<file path="config.mk">
export PLATFORM = sky130hd
export DESIGN_NAME = retransmit_table_scheduler
export DESIGN_NICKNAME = d
export VERILOG_FILES = /design/src/sv/rtsch_pkg.sv /design/src/sv/rtsch_ram.sv /design/src/sv/retransmit_table_scheduler.sv
export SDC_FILE = /design/constraint.sdc
export NUM_CORES = 2
export LEC_CHECK = 0
export ABC_AREA = 1
export ABC_CLOCK_PERIOD_IN_PS = 10500
export BUFFER_PORTS_ARGS = -buffer_cell sky130_fd_sc_hd__buf_2
export CAP_MARGIN = 15
export CORE_UTILIZATION = 38
export CTS_CLUSTER_SIZE = 20
export DETAILED_ROUTE_END_ITERATION = 10
export SKIP_LAST_GASP = 1
export SYNTH_ARGS = -nofsm -noshare
export SYNTH_HDL_FRONTEND = slang
export SYNTH_SLANG_ARGS = --single-unit
</file>
<file path="constraint.sdc">
create_clock -name clk_i -period 10.5 [get_ports clk_i]
set_clock_uncertainty 0.05 [all_clocks]
set_input_delay 0.525 -clock clk_i [delete_from_list [all_inputs] [get_ports clk_i]]
set_output_delay 0.525 -clock clk_i [all_outputs]
set_load 0.05 [all_outputs]
</file>
<file path="src/sv/rtsch_pkg.sv">
// ----------------------------------------------------------------------------
// rtsch_pkg
// Shared types and constants of the retransmit table scheduler.
// ----------------------------------------------------------------------------
package rtsch_pkg;

  localparam int unsigned TableDepthDef = 16;

  // field widths
  localparam int unsigned KeyW   = 24;
  localparam int unsigned FlagsW = 32;
  localparam int unsigned ByteW  = 8;
  localparam int unsigned TimeW  = 32;
  localparam int unsigned CountW = 9;
  localparam int unsigned MaxW   = 8;
  localparam int unsigned IntvW  = 16;

  // stream payload widths
  localparam int unsigned InDataW  = 112;
  localparam int unsigned InUserW  = 1;
  localparam int unsigned OutDataW = 80;
  localparam int unsigned OutUserW = 2;

  // configuration port
  localparam int unsigned CfgIdxW  = 1;
  localparam int unsigned CfgDataW = 16;
  localparam logic [CfgIdxW-1:0] RegMaxResends     = 1'b0;
  localparam logic [CfgIdxW-1:0] RegResendInterval = 1'b1;

  localparam logic [MaxW-1:0]  MaxResendsRst     = 8'd3;
  localparam logic [IntvW-1:0] ResendIntervalRst = 16'd10;

  // item opcodes
  localparam logic OpStore = 1'b0;
  localparam logic OpPoll  = 1'b1;

  typedef struct packed {
    logic [KeyW-1:0]   key;
    logic [FlagsW-1:0] flags;
    logic [ByteW-1:0]  pressure;
    logic [ByteW-1:0]  temperature;
    logic [ByteW-1:0]  check;
    logic [TimeW-1:0]  due;
    logic [CountW-1:0] count;
  } entry_t;

  typedef enum logic [2:0] {
    ST_IDLE,
    ST_RD,
    ST_CHK,
    ST_MISS,
    ST_SH_RD,
    ST_SH_WR,
    ST_DONE
  } state_e;

endpackage

</file>
<file path="src/sv/rtsch_ram.sv">
// ----------------------------------------------------------------------------
// rtsch_ram
// Generic single-write, single-read RAM with registered read data.
// ----------------------------------------------------------------------------
module rtsch_ram #(
  parameter int unsigned Width = 8,
  parameter int unsigned Depth = 16,
  localparam int unsigned AddrW = (Depth > 1) ? $clog2(Depth) : 1
) (
  input  logic             clk_i,
  input  logic             we_i,
  input  logic [AddrW-1:0] waddr_i,
  input  logic [Width-1:0] wdata_i,
  input  logic [AddrW-1:0] raddr_i,
  output logic [Width-1:0] rdata_o
);

  logic [Width-1:0] mem_q [Depth];
  logic [Width-1:0] rdata_q;

  always_ff @(posedge clk_i) begin
    if (we_i) begin
      mem_q[waddr_i] <= wdata_i;
    end
    rdata_q <= mem_q[raddr_i];
  end

  assign rdata_o = rdata_q;

endmodule

</file>
<file path="src/sv/retransmit_table_scheduler.sv">
// ----------------------------------------------------------------------------
// retransmit_table_scheduler
// Ordered packet table with store and poll-for-retransmission operations.
// ----------------------------------------------------------------------------
// Input items arrive on s_axis (tuser = opcode: store or poll, tdata = time
// and packet). Each item gives exactly one result on m_axis (tuser = ok and
// retired flags, tdata = frame being resent, zero when nothing is given).
// Registers max_resends and resend_interval are written on the cfg channel,
// which is always ready; write them only while no item is in flight.
// The table lives in one RAM. A sequencer walks the used entries in order,
// reading each entry and then comparing it, through a single shared
// subtract/compare unit (key match for a store, due-time test for a poll).
// A retired entry makes each later entry close up by a read and a write.
// Scanned and shifted entries together never exceed the table. s_axis_tready
// is high only while idle, one item at a time. A finished result sits in an
// output register, so the next item is taken while it waits; if the receiver
// still stalls when the following result is done, the sequencer holds. Reset
// empties the table and restores the register defaults; no clearing pass is
// needed.
// ----------------------------------------------------------------------------
module retransmit_table_scheduler #(
  parameter int unsigned TABLE_DEPTH = rtsch_pkg::TableDepthDef
) (
  input  logic                              clk_i,
  input  logic                              rst_ni,
  // now, packet_flags, packet_id, packet_pressure, packet_temperature, packet_check
  input  logic [rtsch_pkg::InDataW-1:0]     s_axis_tdata_i,
  // opcode
  input  logic [rtsch_pkg::InUserW-1:0]     s_axis_tuser_i,
  input  logic                              s_axis_tvalid_i,
  output logic                              s_axis_tready_o,
  // frame_flags, frame_id, frame_pressure, frame_temperature, frame_check
  output logic [rtsch_pkg::OutDataW-1:0]    m_axis_tdata_o,
  // ok, retired
  output logic [rtsch_pkg::OutUserW-1:0]    m_axis_tuser_o,
  output logic                              m_axis_tvalid_o,
  input  logic                              m_axis_tready_i,
  input  logic                              cfg_valid_i,
  output logic                              cfg_ready_o,
  input  logic [rtsch_pkg::CfgIdxW-1:0]     cfg_index_i,
  input  logic [rtsch_pkg::CfgDataW-1:0]    cfg_data_i
);

  localparam int unsigned IW = (TABLE_DEPTH > 1) ? $clog2(TABLE_DEPTH) : 1;
  localparam int unsigned CW = $clog2(TABLE_DEPTH + 1);
  localparam logic [CW-1:0] DepthC = CW'(TABLE_DEPTH);

  rtsch_pkg::state_e state_q, state_d;

  logic [CW-1:0] idx_q, idx_d;
  logic [CW-1:0] used_q, used_d;
  logic          op_q, op_d;
  logic [rtsch_pkg::TimeW-1:0] now_q, now_d;
  rtsch_pkg::entry_t pkt_q, pkt_d;

  logic                res_ok_q, res_ok_d;
  logic                res_ret_q, res_ret_d;
  rtsch_pkg::entry_t   res_q, res_d;

  logic                                out_valid_q, out_valid_d;
  logic [rtsch_pkg::OutDataW-1:0]      out_data_q, out_data_d;
  logic [rtsch_pkg::OutUserW-1:0]      out_user_q, out_user_d;

  logic [rtsch_pkg::MaxW-1:0]  max_q, max_d;
  logic [rtsch_pkg::IntvW-1:0] intv_q, intv_d;

  // table RAM
  logic                         ram_we;
  logic [IW-1:0]                ram_waddr, ram_raddr;
  rtsch_pkg::entry_t            ram_wdata, ram_rdata;

  rtsch_ram #(
    .Width ($bits(rtsch_pkg::entry_t)),
    .Depth (TABLE_DEPTH)
  ) u_ram (
    .clk_i   (clk_i),
    .we_i    (ram_we),
    .waddr_i (ram_waddr),
    .wdata_i (ram_wdata),
    .raddr_i (ram_raddr),
    .rdata_o (ram_rdata)
  );

  // input unpack
  logic [rtsch_pkg::TimeW-1:0] in_now;
  logic [rtsch_pkg::TimeW:0]   due_sum;
  logic [rtsch_pkg::TimeW-1:0] due_sat;
  logic                        in_accept, out_free;

  assign in_now    = s_axis_tdata_i[31:0];
  assign due_sum   = {1'b0, in_now} + {17'd0, intv_q};
  assign due_sat   = due_sum[rtsch_pkg::TimeW] ? '1 : due_sum[rtsch_pkg::TimeW-1:0];
  assign in_accept = s_axis_tvalid_i && s_axis_tready_o;
  assign out_free  = !out_valid_q || m_axis_tready_i;

  // shared compare unit: equality for key match, borrow for due < now
  logic [rtsch_pkg::TimeW-1:0] cmp_a, cmp_b;
  logic [rtsch_pkg::TimeW:0]   cmp_diff;
  logic                        cmp_eq, cmp_lt, hit;

  always_comb begin
    if (op_q == rtsch_pkg::OpStore) begin
      cmp_a = {8'd0, ram_rdata.key};
      cmp_b = {8'd0, pkt_q.key};
    end else begin
      cmp_a = ram_rdata.due;
      cmp_b = now_q;
    end
  end

  assign cmp_diff = {1'b0, cmp_a} - {1'b0, cmp_b};
  assign cmp_eq   = (cmp_diff[rtsch_pkg::TimeW-1:0] == '0);
  assign cmp_lt   = cmp_diff[rtsch_pkg::TimeW];
  assign hit      = (op_q == rtsch_pkg::OpStore) ? cmp_eq : cmp_lt;

  logic [rtsch_pkg::CountW-1:0] cnt_new;
  logic                         retire, last, more_after, more_shift;

  assign cnt_new    = ram_rdata.count + 9'd1;
  assign retire     = cnt_new > {1'b0, max_q};
  assign last       = ({1'b0, idx_q} + (CW+1)'(1)) == {1'b0, used_q};
  assign more_after = ({1'b0, idx_q} + (CW+1)'(1)) < {1'b0, used_q};
  assign more_shift = ({1'b0, idx_q} + (CW+1)'(2)) < {1'b0, used_q};

  // next state
  always_comb begin
    state_d = state_q;
    unique case (state_q)
      rtsch_pkg::ST_IDLE: begin
        if (in_accept) begin
          state_d = (used_q == '0) ? rtsch_pkg::ST_MISS : rtsch_pkg::ST_RD;
        end
      end
      rtsch_pkg::ST_RD: state_d = rtsch_pkg::ST_CHK;
      rtsch_pkg::ST_CHK: begin
        if (hit) begin
          if (op_q == rtsch_pkg::OpPoll && retire && more_after) begin
            state_d = rtsch_pkg::ST_SH_RD;
          end else begin
            state_d = rtsch_pkg::ST_DONE;
          end
        end else if (last) begin
          state_d = rtsch_pkg::ST_MISS;
        end else begin
          state_d = rtsch_pkg::ST_RD;
        end
      end
      rtsch_pkg::ST_MISS:  state_d = rtsch_pkg::ST_DONE;
      rtsch_pkg::ST_SH_RD: state_d = rtsch_pkg::ST_SH_WR;
      rtsch_pkg::ST_SH_WR: begin
        state_d = more_shift ? rtsch_pkg::ST_SH_RD : rtsch_pkg::ST_DONE;
      end
      rtsch_pkg::ST_DONE: begin
        if (out_free) begin
          state_d = rtsch_pkg::ST_IDLE;
        end
      end
      default: state_d = rtsch_pkg::ST_IDLE;
    endcase
  end

  // datapath and outputs
  always_comb begin
    idx_d       = idx_q;
    used_d      = used_q;
    op_d        = op_q;
    now_d       = now_q;
    pkt_d       = pkt_q;
    res_ok_d    = res_ok_q;
    res_ret_d   = res_ret_q;
    res_d       = res_q;
    out_valid_d = out_valid_q;
    out_data_d  = out_data_q;
    out_user_d  = out_user_q;
    ram_we      = 1'b0;
    ram_waddr   = idx_q[IW-1:0];
    ram_wdata   = pkt_q;
    ram_raddr   = idx_q[IW-1:0];

    if (out_valid_q && m_axis_tready_i) begin
      out_valid_d = 1'b0;
    end

    unique case (state_q)
      rtsch_pkg::ST_IDLE: begin
        if (in_accept) begin
          op_d              = s_axis_tuser_i[0];
          now_d             = in_now;
          pkt_d.flags       = s_axis_tdata_i[63:32];
          pkt_d.key         = s_axis_tdata_i[87:64];
          pkt_d.pressure    = s_axis_tdata_i[95:88];
          pkt_d.temperature = s_axis_tdata_i[103:96];
          pkt_d.check       = s_axis_tdata_i[111:104];
          pkt_d.due         = due_sat;
          pkt_d.count       = '0;
          idx_d             = '0;
          res_ok_d          = 1'b0;
          res_ret_d         = 1'b0;
          res_d             = '0;
        end
      end
      rtsch_pkg::ST_RD: ;
      rtsch_pkg::ST_CHK: begin
        if (hit) begin
          res_ok_d = 1'b1;
          if (op_q == rtsch_pkg::OpStore) begin
            ram_we = 1'b1;
          end else begin
            res_d       = ram_rdata;
            res_ret_d   = retire;
            if (!retire) begin
              ram_we          = 1'b1;
              ram_wdata       = ram_rdata;
              ram_wdata.due   = pkt_q.due;
              ram_wdata.count = cnt_new;
            end else if (!more_after) begin
              used_d = used_q - CW'(1);
            end
          end
        end else if (!last) begin
          idx_d = idx_q + CW'(1);
        end
      end
      rtsch_pkg::ST_MISS: begin
        // append a new id when there is room
        if (op_q == rtsch_pkg::OpStore && used_q < DepthC) begin
          ram_we    = 1'b1;
          ram_waddr = used_q[IW-1:0];
          used_d    = used_q + CW'(1);
          res_ok_d  = 1'b1;
        end
      end
      rtsch_pkg::ST_SH_RD: begin
        ram_raddr = IW'(idx_q + CW'(1));
      end
      rtsch_pkg::ST_SH_WR: begin
        ram_we    = 1'b1;
        ram_wdata = ram_rdata;
        idx_d     = idx_q + CW'(1);
        if (!more_shift) begin
          used_d = used_q - CW'(1);
        end
      end
      rtsch_pkg::ST_DONE: begin
        if (out_free) begin
          out_valid_d = 1'b1;
          out_data_d  = {res_q.check, res_q.temperature, res_q.pressure,
                         res_q.key, res_q.flags};
          out_user_d  = {res_ret_q, res_ok_q};
        end
      end
      default: ;
    endcase
  end

  // configuration writes
  always_comb begin
    max_d  = max_q;
    intv_d = intv_q;
    if (cfg_valid_i) begin
      unique case (cfg_index_i)
        rtsch_pkg::RegMaxResends:     max_d  = cfg_data_i[rtsch_pkg::MaxW-1:0];
        rtsch_pkg::RegResendInterval: intv_d = cfg_data_i;
        default: ;
      endcase
    end
  end

  always_ff @(posedge clk_i or negedge rst_ni) begin
    if (!rst_ni) begin
      state_q     <= rtsch_pkg::ST_IDLE;
      used_q      <= '0;
      out_valid_q <= 1'b0;
      max_q       <= rtsch_pkg::MaxResendsRst;
      intv_q      <= rtsch_pkg::ResendIntervalRst;
    end else begin
      state_q     <= state_d;
      used_q      <= used_d;
      out_valid_q <= out_valid_d;
      max_q       <= max_d;
      intv_q      <= intv_d;
    end
  end

  always_ff @(posedge clk_i) begin
    idx_q      <= idx_d;
    op_q       <= op_d;
    now_q      <= now_d;
    pkt_q      <= pkt_d;
    res_ok_q   <= res_ok_d;
    res_ret_q  <= res_ret_d;
    res_q      <= res_d;
    out_data_q <= out_data_d;
    out_user_q <= out_user_d;
  end

  assign s_axis_tready_o = (state_q == rtsch_pkg::ST_IDLE);
  assign m_axis_tvalid_o = out_valid_q;
  assign m_axis_tdata_o  = out_data_q;
  assign m_axis_tuser_o  = out_user_q;
  assign cfg_ready_o     = 1'b1;

endmodule

</file>
Yosys cells after proc, flatten, opt, wreduce, memory -nomap -nowiden
Memory sizes are Yosys's and may differ from the RTL's. A register that Yosys moved wholly into a read port is not among the register bits.
Cells that the tools add are included.
{"block": "op_classes", "n_div": 0, "add_sub_neg": 8, "bitwise": 2, "n_reduce_logical": 23, "n_shift": 0, "magnitude_cmp": 4, "eq_ne": 17, "muxes": 50, "mul": 0}
{"cell": "$mux 121", "count": 6}
{"cell": "$pmux 121 s2", "count": 2}
{"cell": "$mux 32", "count": 2}
{"cell": "$mux 5", "count": 9}
{"cell": "$add 32x16->33", "count": 1}
{"cell": "$sub 32x32->33", "count": 1}
{"cell": "$logic_not 32->1", "count": 1}
{"cell": "$pmux 5 s3", "count": 2}
{"cell": "$pmux 3 s7", "count": 1}
{"cell": "$ne 2x2->1 const B", "count": 9}
{"cell": "$mux 1", "count": 15}
{"cell": "$lt 6x5->1", "count": 2}
{"cell": "$mux 4", "count": 3}
{"cell": "$reduce_and 4->1", "count": 3}
{"cell": "$add 5x1->5 const B", "count": 2}
{"cell": "$reduce_and 2->1", "count": 5}
{"cell": "$add 9x1->9 const B", "count": 1}
{"cell": "$eq 3x3->1 const B", "count": 3}
{"cell": "$gt 9x8->1", "count": 1}
{"cell": "$mux 3", "count": 3}
{"cell": "$reduce_bool 3->1", "count": 3}
{"cell": "$mux 2", "count": 4}
{"cell": "$reduce_and 7->1", "count": 1}
{"cell": "$add 5x1->6 const B", "count": 1}
{"cell": "other kinds (16)", "count": 23}
{"block": "totals", "ff_bits": 347, "mem_count": 1, "latchBits": 0, "output_inout_bits": 85, "ramBits": 1936, "elab_cells": 128, "romBits": 0}
{"name": "u_ram.mem_q", "depth": 16, "word_bits": 121, "read_ports": 1, "rd_ports_with_merged_regs": 1, "write_ports": 1, "line_no": "rtsch_ram.sv:18", "text": "logic [Width-1:0] mem_q [Depth];"}

Longest topological paths before layout
{"block": "logic_depth", "depth_word": 8, "depth_mapped": 28, "ltp_nobuf": 25}

Modules after synthesis
A second synthesis with hierarchy kept.
{"block": "hier_totals", "hier_cells": 10122, "hier_area_um2": 104382.6}
{"mod": "rtsch_ram", "instances": 1, "area_per_inst_um2": 85057.8, "cells_per_inst": 7935}
{"mod": "retransmit_table_scheduler", "instances": 1, "area_per_inst_um2": 19324.8, "cells_per_inst": 2187}

Least setup slack after synthesis
OpenSTA, ideal clock, no wires.
{"block": "synth_timing", "path_type": "reg2reg", "from": "register op_q", "to": "memory u_ram.mem_q[0][0] (netlist bit), enable pin", "stages_incl_launch_ff": 26, "slack_ns": 1.646, "arrival_ns": 8.202, "cell_sequence": "edfxtp_1 > clkbuf_1 > clkbuf_1 > clkbuf_1 > nand2_1 > o21ai_0 > ha_1 > nand2_1 > inv_2 > a21oi_2 > nand2_1 > nand2_1 > nand2_1 > nand2_1 > nand2_1 > nand2_1 > nand2_1 > nor2_1 > nand2_1 > nor2_1 > nand3_1 > nand2_1 > nand2_2 > o21ai_4 > nand2_2 > nor2_1"}
{"block": "synth_between", "elab_chain_len": 8}
{"item": "from (decl)", "line_no": "retransmit_table_scheduler.sv:52", "text": "logic op_q, op_d;"}
{"item": "from (signal assigned)", "line_no": "retransmit_table_scheduler.sv:287", "text": "op_q <= op_d;"}
{"item": "$mux 32", "line_no": "retransmit_table_scheduler.sv:102", "text": "if (op_q == rtsch_pkg::OpStore) begin"}
{"item": "$sub 32x32->33", "line_no": "retransmit_table_scheduler.sv:111", "text": "assign cmp_diff = {1'b0, cmp_a} - {1'b0, cmp_b};"}
{"item": "$logic_not 32->1", "line_no": "retransmit_table_scheduler.sv:112", "text": "assign cmp_eq = (cmp_diff[rtsch_pkg::TimeW-1:0] == '0);"}
{"item": "$mux 1", "line_no": "retransmit_table_scheduler.sv:114", "text": "assign hit = (op_q == rtsch_pkg::OpStore) ? cmp_eq : cmp_lt;"}
{"item": "$mux 1", "line_no": "retransmit_table_scheduler.sv:204", "text": "if (hit) begin"}
{"item": "$pmux 1 s3", "line_no": "retransmit_table_scheduler.sv:184", "text": "unique case (state_q)"}
{"item": "$mux 1", "line_no": "rtsch_ram.sv:22", "text": "if (we_i) begin"}
{"item": "$mux 1 (implied by the code)", "line_no": "rtsch_ram.sv:23", "text": "mem_q[waddr_i] <= wdata_i;"}
{"item": "to (decl)", "line_no": "rtsch_ram.sv:18"}
Several ways; a longest one is shown, not always the timed one.

Final worst setup path
{"block": "layout_timing", "from": "register op_q", "to": "memory u_ram.mem_q[15][77] (netlist bit), enable pin"}
The elaborated chain is that of the path after synthesis.

==> reports/summary.md <==
• status: complete, no violations
• Site Rows: 186
• routability congestion estimate: 0.843
• TritonCTS clock tree: built
• startpoint type of the worst setup path: flop
• number of warnings printed during yosys synthesis: 0
• sequential cell area fraction in the yosys report: 71.8%
• post-route non-filler standard cell count: 11900
• relative contribution of sequential cells to total power: 37.3%
• largest area contributor in the synthesized netlist: edfxtp_1
• number of cells in the design after placement: 11200
• worst slew pin tran: 1.19 ns
• area fraction of the dominant cell type after synthesis: 68.5%
• worst hold path class: input pin to flop
• Post-layout nets: 8464
• largest fanout on the critical path: 91
• total of buffers placed on input and output ports: 218
• Arrival @ worst endpoint: 6.94 ns
• count of boundary I/O pins: 220
• unrepaired setup endpoints after global routing: no
• total overflow reported by the global router: 0
• fill count: 23300
• area of the core region: 257000 um^2
• placed cell area: 103000 um^2
• number of maximum-capacitance violations: 0
• share of power burned in combinational logic: 38.4%
• global-route total usage across every layer: 21.7%
• Vert. Die Dim: 512 um
• Internal: 21.6 mW
• DRC: 0
• relative slew slack: 20.2%
• pin count of the biggest net entering global routing: 247
• most common cell after layout, fill and taps aside: edfxtp_1
• switching power: 14.7 mW
• cell type of the slowest stage on the worst timing path: buf_4
• summed area of non-filler cells in the final layout: 113000 um^2
• number of register bits inferred by synthesis: 2404
• IR drop worst, VDD: 0.347 mV
• max-slew violation total from the final report: 0
• final-layout setup total negative slack: 0 ns
• leading post-synthesis cells by cell area: edfxtp_1 68%, o21ai_0 6.9%, a21oi_1 5.5%, dfxtp_1 2.5%, nand2_1 2.5%
• Post-synth top flop: edfxtp_1
• initial core utilization: 38.3%
• power density cells: 321 nW/um^2
• switch share: 40.5%
• H-tree depth reported by CTS: 4
• total leakage power: 38.9 nW
• count of flip-flops with a built-in enable after synthesis: 2250
• worst-case setup margin in the final layout: 4.04 ns
• type of the worst setup path: flop to flop
• Synth cell types: 54
• Worst-Skew Late Latency: 0.92 ns
• buffer levels on the longest clock path: 3
• number of antenna violations at the first check in global routing: 9
• setup violators final: 0
• number of optimization iterations in the first detailed-route pass: 6
• Syn Area/Cell: 12.2 um^2
• netlist area before placement: 98600 um^2
• share of layout cells above drive strength 1: 9.74%
• hpwl dp: 155000 um
• required time of the critical path: 10.98 ns
• Final Hold Fails: 0
• most prevalent standard cell on the critical path: nand2_1
• CTS Buf Count: 241
• die area: 262000 um^2
• post-layout util: 43.8%
• final worst path period need: 6.46 ns
• net count after synthesis: 8292
• final worst path period share: 61.5%
• Worst-path clk slew: 0.07 ns
• clock sinks: 2404
• slowest stage delay, CP: 0.69 ns
• average via count per standard cell: 5.60
• upper clock frequency limit: 0.155 GHz
• CP endpoint kind: flop
• Syn Inst Count: 8083
• Horiz. Die Dim: 512 um
• average wire per cell in the routed design: 24.7 um
• top library cells by usage in the layout, fill and taps aside: 2250 x edfxtp_1, 1351 x o21ai_0, 1090 x a21oi_1, 642 x nand2_1, 572 x inv_1
• Setup WS pre-CTS: 3.87 ns
• residual antenna-violating net count after detailed routing: 0
• via count of the first global-routing pass: 63400
• root buffer cell: clkbuf_16
• Clock Power Share: 24.3%
• Area Overhead vs Synth: 14.4%
• total number of vias: 66400
• first-pass GRT wire length: 427000 um
• final routed wirelength across all metal layers: 293000 um
• FFs w/ async S/R, synth: 1.37%
• Critical Path, Cell by Cell: buf_4 -> o21ai_0 -> ha_1 -> nand2_1 -> inv_2 -> nand2_1 -> nor3_1 -> nand2_1 -> nand2_1 -> nand2_1 -> nand3_1 -> nand2_1 -> nor2_1 -> nand2_1 -> nor2_1 -> nand3_1 -> nand2_1 -> nand2_2 -> o21ai_4 -> nand2_1 -> nor2_4 -> buf_4 -> buf_4
• 1st-iter DRT viols: 7523
[critical path: cells and delay by family (launching register included)]
family                   cells  cell delay (ns)
AND/OR/NAND/NOR             16             2.50
buffers and inverters        4             1.98
AO/OA/AOI/OAI                2             0.53
adder cells (fa/ha/maj)      1             0.49
flip-flops                   1             0.33
[state kept, by name, summed over array words and instances, names as in the netlist]
| register | flops |
|---|---|
| pkt_q | 112 |
| used_q | 5 |
| max_q | 8 |
| intv_q | 16 |
| idx_q | 5 |
| u_ram.rdata_o | 121 |
| res_ret_q | 1 |
| m_axis_tdata_o | 80 |
| res_q | 80 |
| now_q | 32 |
| u_ram.mem_q | 1936 |
| state_q | 3 |
| m_axis_tuser_o | 2 |
| op_q | 1 |
| res_ok_q | 1 |
| m_axis_tvalid_o | 1 |
[final timing paths]
check / cells after the start / slack [ns] / start / to
min: 3 / 0.04 / cfg_data_i[2] / max_q[2]$_DFFE_PN0P_
min in group asynchronous: 3 / 0.16 / rst_ni / m_axis_tvalid_o$_DFF_PN0_
max reg2reg: 23 / 4.04 / op_q$_DFFE_PP_ / u_ram.mem_q[15][77]$_DFFE_PP_
min reg2reg: 0 / 0.37 / res_q[93]$_SDFFCE_PN0P_ / m_axis_tdata_o[28]$_DFFE_PP_
max in group asynchronous: 3 / 9.68 / rst_ni / intv_q[12]$_DFFE_PN0P_
max: 23 / 4.04 / op_q$_DFFE_PP_ / u_ram.mem_q[15][77]$_DFFE_PP_
[cells by family (layout without fill, tap and decap cells)]
family | Yosys count | in the layout | share of synthesized area, %
other | 1 | 14 | 0.00380
XOR/XNOR | 26 | 26 | 0.231
buffers and inverters | 1151 | 1542 | 4.53
flip-flops | 2404 | 2404 | 71.8
adder cells (fa/ha/maj) | 74 | 74 | 0.954
AO/OA/AOI/OAI | 2899 | 2899 | 16.0
AND/OR/NAND/NOR | 1497 | 1497 | 6.20
multiplexers | 31 | 31 | 0.325
[power groups by stage]
stage / logic [mW] / clock network, mW / registers, mW
final: 13.9 / 8.81 / 13.5
after global routing: 15.3 / 9.28 / 13.6
after CTS: 13.8 / 8.92 / 13.5
after detailed placement: 13.7 / 0 / 13.7
after global placement: 13.5 / 0 / 13.7
after floorplan: 8.88 / 0 / 13.6
[repair_timing]
action	4_1_cts	5_1_grt
gates resized for setup	0	0
setup endpoints to repair	0	0
endpoints found under the hold margin	160	0
buffers inserted	0	0
hold buffers	124	0
[per-layer routing]
layer	part of all wire, %	vias up	track usage [%]
met3	6.6	501	3.04
met2	48	2651	35.5
met4	3.9	6	8.41
met1	42	33200	29.2
li1	-	30000	-
met5	0.014	-	0
[area by class of cell]
type                    count  area (um^2)  area share (%)
flip-flops and latches   2404        70800            62.8
multi-input cells        4528        23600            20.9
clock buffers             303         6360            5.64
well taps                3384         4230            3.75
repair buffers            487         3750            3.32
inverters                 593         2250            1.99
clock inverters           159         1810            1.61
diodes                     13         32.5          0.0288
[per-stage QoR]
stage | hold WS, ns | power [mW]
after floorplan | 0.179 | 22.5
after global placement | 0.354 | 27.2
after detailed placement | 0.355 | 27.4
after CTS | 0.00192 | 36.2
after global routing | 0.0467 | 38.1
final | 0.0425 | 36.2
[cells in the mapped netlist (all sizes together), types with 3 or more instances]
library cell,n
or2,12
ha,72
nand4,22
dfrtp,29
inv,592
a32o,6
o221ai,154
dfstp,4
a21oi,1092
nor3,175
o32ai,89
nor4,3
mux2,8
and2,5
edfxtp,2250
a21boi,4
nand3b,10
xnor2,7
clkbuf,429
nor2,549
mux2i,23
xor2,19
nand2,648
o211ai,82
buf,129
o21ai,1456
o21bai,4
nand3,73
a21o,3
dfxtp,121
No activity file was read; power rests on OpenSTA's default activity.
